File: src/rtl/pnc_pkg.sv
// pnc_pkg: shared constants and types for the preamble normalized correlator
// tap offsets, score format and sequencer states; no dependencies
`timescale 1ns / 1ps
`default_nettype none

package pnc_pkg;

	// width of the sample port
	localparam int unsigned SAMPLE_PORT_W = 16;

	// correlation taps, offset 0 is the oldest sample of the window
	localparam int unsigned TAP_COUNT = 8;
	localparam int unsigned TAP_OFS [TAP_COUNT] = '{0, 1, 3, 4, 14, 15, 18, 19};

	// score is unsigned q1.15
	localparam int unsigned SCORE_W    = 16;
	localparam int unsigned SCORE_FRAC = 15;

	typedef enum logic [2:0] {
		ST_IDLE,
		ST_SQ_OLD,
		ST_SUB_OLD,
		ST_ADD_NEW,
		ST_CHECK,
		ST_ROOT,
		ST_DONE
	} pnc_state_t;

endpackage

`default_nettype wire

File: src/rtl/preamble_normalized_correlator.sv
// preamble_normalized_correlator: streaming normalized preamble correlation score
// each input beat passes SQ_OLD, SUB_OLD, ADD_NEW and CHECK, then the 16-step score search
// and DONE; a zero-energy window skips the search, and a window still filling gives no score;
//   a new input beat is taken only back in idle, so a stalled output holds off input
// reset: arst_n clears the delay line, energy sum and fill count, no result pending
// depends on pnc_pkg, pnc_delay, pnc_sq, pnc_root
`timescale 1ns / 1ps
`default_nettype none

module preamble_normalized_correlator #(
	parameter int WINDOW_LEN  = 32,
	parameter int SAMPLE_BITS = 16
) (
	input  wire logic                                  clk,
	input  wire logic                                  arst_n,
	// input channel, one magnitude sample per beat
	input  wire logic                                  in_valid,
	output logic                                       in_ready,
	input  wire logic [pnc_pkg::SAMPLE_PORT_W-1:0]     sample,
	// output channel, one score per beat once the window is full
	output logic                                       out_valid,
	input  wire logic                                  out_ready,
	output logic      [pnc_pkg::SCORE_W-1:0]           score,
	output logic                                       zero_energy
);

	// only the low sample bits are used, never more than the port carries
	localparam int SB = (SAMPLE_BITS < int'(pnc_pkg::SAMPLE_PORT_W)) ?
		SAMPLE_BITS : int'(pnc_pkg::SAMPLE_PORT_W);
	// tap sum width, eight taps
	localparam int CW = SB + $clog2(pnc_pkg::TAP_COUNT);
	// window energy width
	localparam int EW = 2 * SB + $clog2(WINDOW_LEN);
	// fill counter width, counts up to the window length
	localparam int FW = $clog2(WINDOW_LEN + 1);

	pnc_pkg::pnc_state_t state_q, state_d;

	logic [SB-1:0]                 old_q, x_q;
	logic [FW-1:0]                 fill_q;
	logic [EW-1:0]                 energy_q;
	logic                          zero_q;
	logic                          out_valid_q;
	logic [pnc_pkg::SCORE_W-1:0]   score_q;
	logic                          zero_out_q;

	logic                          in_acc;
	logic                          out_free;
	logic [SB-1:0]                 oldest;
	logic [CW-1:0]                 tap_sum;
	logic [CW-1:0]                 sq_a;
	logic [2*CW-1:0]               sq_p;
	logic                          root_start;
	logic                          root_done;
	logic [pnc_pkg::SCORE_W-1:0]   root_score;

	assign in_ready = (state_q == pnc_pkg::ST_IDLE);
	assign in_acc   = in_valid && in_ready;
	// output register free, or being emptied this cycle
	assign out_free = !out_valid_q || out_ready;

	// window of samples, shifts once per accepted beat
	pnc_delay #(
		.WIN (WINDOW_LEN),
		.SW  (SB),
		.CW  (CW)
	) u_delay (
		.clk     (clk),
		.arst_n  (arst_n),
		.push    (in_acc),
		.din     (sample[SB-1:0]),
		.oldest  (oldest),
		.tap_sum (tap_sum)
	);

	// one squarer serves old^2, new^2 and c^2 in successive cycles
	pnc_sq #(
		.W (CW)
	) u_sq (
		.clk (clk),
		.a   (sq_a),
		.p   (sq_p)
	);

	pnc_root #(
		.EW    (EW),
		.CSQ_W (2 * CW)
	) u_root (
		.clk    (clk),
		.arst_n (arst_n),
		.start  (root_start),
		.csq    (sq_p),
		.energy (energy_q),
		.done   (root_done),
		.score  (root_score)
	);

	always_ff @(posedge clk or negedge arst_n) begin
		if (!arst_n) begin
			state_q <= pnc_pkg::ST_IDLE;
		end else begin
			state_q <= state_d;
		end
	end

	// sequencer: square out the old sample, square in the new one, square the
	// tap sum, then run the score search unless the window is short or silent
	always_comb begin
		state_d    = state_q;
		sq_a       = '0;
		root_start = 1'b0;
		unique case (state_q)
			pnc_pkg::ST_IDLE: begin
				if (in_acc) begin
					state_d = pnc_pkg::ST_SQ_OLD;
				end
			end
			pnc_pkg::ST_SQ_OLD: begin
				sq_a    = CW'(old_q);
				state_d = pnc_pkg::ST_SUB_OLD;
			end
			pnc_pkg::ST_SUB_OLD: begin
				sq_a    = CW'(x_q);
				state_d = pnc_pkg::ST_ADD_NEW;
			end
			pnc_pkg::ST_ADD_NEW: begin
				sq_a    = tap_sum;
				state_d = pnc_pkg::ST_CHECK;
			end
			pnc_pkg::ST_CHECK: begin
				if (fill_q != FW'(WINDOW_LEN)) begin
					state_d = pnc_pkg::ST_IDLE;
				end else if (energy_q == '0) begin
					state_d = pnc_pkg::ST_DONE;
				end else begin
					root_start = 1'b1;
					state_d    = pnc_pkg::ST_ROOT;
				end
			end
			pnc_pkg::ST_ROOT: begin
				if (root_done) begin
					state_d = pnc_pkg::ST_DONE;
				end
			end
			pnc_pkg::ST_DONE: begin
				if (out_free) begin
					state_d = pnc_pkg::ST_IDLE;
				end
			end
			default: begin
				state_d = pnc_pkg::ST_IDLE;
			end
		endcase
	end

	// captured sample pair for the energy update
	always_ff @(posedge clk) begin
		if (in_acc) begin
			old_q <= oldest;
			x_q   <= sample[SB-1:0];
		end
	end

	// fill count saturates at the window length
	always_ff @(posedge clk or negedge arst_n) begin
		if (!arst_n) begin
			fill_q <= '0;
		end else if (in_acc && (fill_q != FW'(WINDOW_LEN))) begin
			fill_q <= fill_q + 1'b1;
		end
	end

	// running sum of squares, squares land in the cycle after they are issued
	always_ff @(posedge clk or negedge arst_n) begin
		if (!arst_n) begin
			energy_q <= '0;
			zero_q   <= 1'b0;
		end else begin
			if (state_q == pnc_pkg::ST_SUB_OLD) begin
				energy_q <= energy_q - EW'(sq_p[2*SB-1:0]);
			end else if (state_q == pnc_pkg::ST_ADD_NEW) begin
				energy_q <= energy_q + EW'(sq_p[2*SB-1:0]);
			end
			if (state_q == pnc_pkg::ST_CHECK) begin
				zero_q <= (energy_q == '0);
			end
		end
	end

	// output register, refilled while the previous beat may still be leaving
	always_ff @(posedge clk or negedge arst_n) begin
		if (!arst_n) begin
			out_valid_q <= 1'b0;
		end else if ((state_q == pnc_pkg::ST_DONE) && out_free) begin
			out_valid_q <= 1'b1;
		end else if (out_ready) begin
			out_valid_q <= 1'b0;
		end
	end

	always_ff @(posedge clk) begin
		if ((state_q == pnc_pkg::ST_DONE) && out_free) begin
			score_q    <= zero_q ? '0 : root_score;
			zero_out_q <= zero_q;
		end
	end

	assign out_valid   = out_valid_q;
	assign score       = score_q;
	assign zero_energy = zero_out_q;

endmodule

`default_nettype wire

File: src/rtl/pnc_delay.sv
// pnc_delay: sample shift line with oldest-sample tap and correlation tap sum
// depends on pnc_pkg for the tap offsets
`timescale 1ns / 1ps
`default_nettype none

module pnc_delay #(
	parameter int WIN = 32,
	parameter int SW  = 16,
	parameter int CW  = 19
) (
	input  wire logic          clk,
	input  wire logic          arst_n,
	input  wire logic          push,
	input  wire logic [SW-1:0] din,
	output logic      [SW-1:0] oldest,
	output logic      [CW-1:0] tap_sum
);

	logic [SW-1:0] line_q [WIN];

	always_ff @(posedge clk or negedge arst_n) begin
		if (!arst_n) begin
			for (int i = 0; i < WIN; i++) begin
				line_q[i] <= '0;
			end
		end else if (push) begin
			for (int i = 0; i < WIN - 1; i++) begin
				line_q[i] <= line_q[i+1];
			end
			line_q[WIN-1] <= din;
		end
	end

	assign oldest = line_q[0];

	always_comb begin
		tap_sum = '0;
		for (int k = 0; k < int'(pnc_pkg::TAP_COUNT); k++) begin
			tap_sum = tap_sum + CW'(line_q[pnc_pkg::TAP_OFS[k]]);
		end
	end

endmodule

`default_nettype wire

File: src/rtl/pnc_sq.sv
// pnc_sq: shared registered squarer used for the energy update and for c*c
// no dependencies
`timescale 1ns / 1ps
`default_nettype none

module pnc_sq #(
	parameter int W = 19
) (
	input  wire logic            clk,
	input  wire logic [W-1:0]    a,
	output logic      [2*W-1:0]  p
);

	logic [2*W-1:0] p_q;

	always_ff @(posedge clk) begin
		p_q <= a * a;
	end

	assign p = p_q;

endmodule

`default_nettype wire

File: src/rtl/pnc_root.sv
// pnc_root: bit-serial search for the largest s with s*s*8*e <= c*c*2^30
// one score bit per cycle with shift-and-add updates; depends on pnc_pkg
`timescale 1ns / 1ps
`default_nettype none

module pnc_root #(
	parameter int EW    = 37,
	parameter int CSQ_W = 38
) (
	input  wire logic                              clk,
	input  wire logic                              arst_n,
	input  wire logic                              start,
	input  wire logic [CSQ_W-1:0]                  csq,
	input  wire logic [EW-1:0]                     energy,
	output logic                                   done,
	output logic      [pnc_pkg::SCORE_W-1:0]       score
);

	localparam int SW  = pnc_pkg::SCORE_W;
	localparam int FR2 = 2 * pnc_pkg::SCORE_FRAC;
	// room for e*8*2^(2*frac) plus the cross term
	localparam int AW  = EW + FR2 + 6;
	localparam int NW  = $clog2(SW);

	// rem: target minus accepted s*s*d, r: s*d*2^(b+1), t: d*2^(2b), d = 8e
	logic [AW-1:0] rem_q, r_q, t_q;
	logic [SW-1:0] s_q;
	logic [NW-1:0] cnt_q;
	logic          busy_q, done_q;
	logic [AW+1:0] diff;
	logic          fits;

	assign diff = {2'b00, rem_q} - {2'b00, r_q} - {2'b00, t_q};
	assign fits = ~diff[AW+1];

	always_ff @(posedge clk or negedge arst_n) begin
		if (!arst_n) begin
			busy_q <= 1'b0;
			done_q <= 1'b0;
			cnt_q  <= '0;
		end else if (start) begin
			busy_q <= 1'b1;
			done_q <= 1'b0;
			cnt_q  <= NW'(SW - 1);
		end else if (busy_q) begin
			cnt_q <= cnt_q - 1'b1;
			if (cnt_q == '0) begin
				busy_q <= 1'b0;
				done_q <= 1'b1;
			end
		end
	end

	always_ff @(posedge clk) begin
		if (start) begin
			rem_q <= AW'(csq) << FR2;
			r_q   <= '0;
			t_q   <= AW'(energy) << (FR2 + 3);
			s_q   <= '0;
		end else if (busy_q) begin
			if (fits) begin
				rem_q <= diff[AW-1:0];
			end
			r_q <= (r_q >> 1) + (fits ? t_q : '0);
			t_q <= t_q >> 2;
			s_q <= {s_q[SW-2:0], fits};
		end
	end

	assign done  = done_q;
	assign score = s_q;

endmodule

`default_nettype wire
File: config.mk
export PLATFORM = sky130hd
export DESIGN_NAME = preamble_normalized_correlator
export DESIGN_NICKNAME = d
export VERILOG_FILES = /design/src/rtl/pnc_pkg.sv /design/src/rtl/preamble_normalized_correlator.sv /design/src/rtl/pnc_delay.sv /design/src/rtl/pnc_sq.sv /design/src/rtl/pnc_root.sv
export SDC_FILE = /design/constraint.sdc
export NUM_CORES = 2
export LEC_CHECK = 0
export CAP_MARGIN = 10
export CORE_ASPECT_RATIO = 0.5
export CORE_MARGIN = 4
export CORE_UTILIZATION = 40
export DETAILED_ROUTE_END_ITERATION = 10
export DONT_BUFFER_PORTS = 1
export HOLD_SLACK_MARGIN = 0.1
export MAX_ROUTING_LAYER = met4
export SLEW_MARGIN = 0
export SYNTH_ARGS = -nofsm -noshare
export SYNTH_HDL_FRONTEND = slang
export SYNTH_HIERARCHICAL = 1
export SYNTH_SLANG_ARGS = --single-unit
File: constraint.sdc
create_clock -name clk -period 13.6 [get_ports clk]
set_input_delay 3.4 -clock clk [delete_from_list [all_inputs] [get_ports clk]]
set_output_delay 3.4 -clock clk [all_outputs]
set_load 0.05 [all_outputs]
==> results.cfg <==
[sta]
final_hold_viol_count = 0
setup_violations = 0
period_needed_ns = 11.36
rsz0062_at_grt = no
tightest_slew_ns = 1.11
max_slew_margin_pct = 25.9
tns_ns = 0
clock_skew_ns = 0.0539
report.final.slew_viol_count = 0
post-route-period-util_pct = 83.5
fmax_mhz = 88.0

[yosys]
synth_top_area_share_pct = 22.7
synth_flop_cell = dfrtp_1
ys_ff_latch = 884
ys_warn_count = 6
yosysSeqAreaShare_pct = 34.9
yosysUniqueCellTypes = 123
synth_area_leaders = dfrtp_1 (23%), fa_1 (11%), ha_1 (7.9%)
synth_nets = 7118
synth_cells = 6353
syn_avg_cell_area_um2 = 9.82
synth_area_mm2 = 0.0624
async_flop_share_pct = 64.0
synth_edf_count = 124
yosysTopAreaCell = dfrtp_1

[finish]
final_nets = 6952
diodes = 0
stdcell_count = 8338
drive_above_1_share_pct = 11.5
design_area_mm2 = 0.0670
final_util_pct = 43.3
syn_to_final_growth_pct = 7.38

[die]
coreArea_mm2 = 0.155
row_count = 102
die_x_um = 566
io_pins = 39
initial_utilization_pct = 40.3
fp.dieH_um = 287
dieArea_mm2 = 0.163

[route]
drt-initial-drc-count = 2712
firstDrtPassIters = 6
drt-total-wl_mm = 143
avgRoutedWirePerCell_um = 17.1
drtAntennaViolNets = 0
vias = 43368
drc = 0
via_per_inst = 5.20

[cts]
cts_buffers = 86
clkTransAtPathRegs_ns = 0.07
cts.htree.levels = 3
clock_latency_ns = 0.72
cts_tree = built
cts_setup_buffers = 0
cts-root-buf = clkbuf_16
cts_sinks = 884
cts_buffer_depth = 3
ctsResizeCount = 0
cts_hold_buffers = 0

[power]
p_leak_nw = 31.2
cellPowerDensity_mw_per_mm2 = 272
p_total_mw = 18.2
ir_drop_v = 0.000382

[place]
placedCellCount = 8179
dpl_cell_area_mm2 = 0.0640
portBuffers = 0
dp_hpwl_mm = 105
routabilityCongestion = 0.923

[worst_setup_path]
required_ns = 14.21
crit_fanout = 16
timing.critical_path.mode_cell = fa_1
cp_slowest_stage_delay_ns = 0.85
slowest_stage = nor2_2
startpoint_type = flip-flop
end_kind = flip-flop
worst_ep_arrival_time_ns = 11.97
crit_type = reg -> reg

[global_route]
grt_pass1_wl_mm = 233
gr-usage-all-layers_pct = 18.0
grt_overflow = 0
grt_pass1_vias = 43643
grt_max_degree = 567
grt_antenna_before_repair = 1

[hold_path]
hp-class = reg -> reg

[run_status]
outcome = finished, final reports clean

[flow_run]
maxCapViolations = 0
per-layer routing:
layer,wire length (um),vias up,global-route usage (%)
met5,0,-,-
met1,70200,21243,24.9
met3,5190,198,2.06
met4,3150,0,4.33
li1,-,21190,-
met2,64400,737,28.3
path summary, 6_finish.rpt:
check | from | to | slack (ns) | cells past startpoint
setup / recovery | u_delay/oldest[3] | u_sq/p[30] | 2.24 | 35
hold / removal | u_delay/oldest[12] | old_q[12] | 0.44 | 0
setup reg to reg | u_delay/oldest[3] | u_sq/p[30] | 2.24 | 35
hold reg to reg | u_delay/oldest[12] | old_q[12] | 0.44 | 0
max in group asynchronous | arst_n | u_root/busy_q | 10.44 | 0
min in group asynchronous | arst_n | u_delay/line_q[76] | 2.38 | 0
synthesized netlist by cell type (all sizes together), types with 162 or more instances:
library cell	instances
a21o	162
nor2	312
fa	349
mux2	430
o21ai	372
ha	396
a21oi	349
xnor2	181
inv	842
dfxtp	194
clkbuf	183
nand2	540
dfrtp	566
where the power goes:
group / leakage, nW / switching [mW] / internal (mW)
Sequential: 10.3 / 0.462 / 3.50
Clock: 1.45 / 1.11 / 1.41
Combinational: 19.4 / 6.99 / 4.77
Total: 31.2 / 8.56 / 9.68
worst max-delay path, delay by kind of cell, from the launching register on:
| family | cells | cell delay (ns) |
|---|---|---|
| compound gates | 10 | 2.71 |
| xor+xnor | 1 | 0.17 |
| fa+ha+maj | 12 | 6.12 |
| buf+inv | 7 | 0.43 |
| flops | 1 | 0.34 |
| mux | 2 | 0.32 |
| simple gates | 3 | 1.16 |
cell families (layout without fill, tap and decap cells):
family                   after synthesis  after routing  synth area share, %
other                                  1              1              0.00601
multiplexers                         533            533                 9.42
XOR/XNOR                             317            317                 4.46
flip-flops                           884            884                 34.9
AND/OR/NAND/NOR                     1397           1397                 10.6
buffers and inverters               1137           1042                 7.22
AO/OA/AOI/OAI                       1339           1339                 14.2
adder cells (fa/ha/maj)              745            745                 19.2
layout make-up:
| cell class | instances | area, um2 |
|---|---|---|
| clock inverter | 33 | 470 |
| sequential | 884 | 21800 |
| fill | 14847 | 87800 |
| multi-input combinational | 4332 | 36100 |
| inverter | 843 | 3160 |
| tap | 2080 | 2600 |
| clock buffer | 126 | 2510 |
| timing repair buffer | 40 | 325 |
metrics by stage:
| step | setup slack, ns | hold WS, ns |
|---|---|---|
| 6_report | 2.24 | 0.436 |
| 5_1_grt | 1.79 | 0.452 |
| 4_1_cts | 2.27 | 0.431 |
| 3_5_place_dp | 2.34 | 0.431 |
| 3_3_place_gp | 2.44 | 0.430 |
| 2_1_floorplan | 3.53 | 0.431 |
registers in the layout (all words and copies together), names as in the netlist, 37 cells and up:
signal          count
u_sq/p             37
u_root/rem_q       73
u_root/t_q         70
u_root/r_q         73
u_delay/line_q    496
energy_q           37
placed cells by master, fill, tap and decap left out, drive strengths merged, types with 74 or more instances in the layout:
| master | count |
|---|---|
| inv | 844 |
| clkbuf | 126 |
| nand2 | 540 |
| a21oi | 349 |
| a21o | 162 |
| mux2i | 103 |
| mux2 | 430 |
| ha | 396 |
| and2 | 140 |
| dfxtp | 194 |
| xnor2 | 181 |
| xor2 | 136 |
| dfrtp | 566 |
| edfxtp | 124 |
| nand3 | 74 |
| o21ai | 372 |
| fa | 349 |
| nor2 | 312 |
Power figures use the tool's default switching activity.
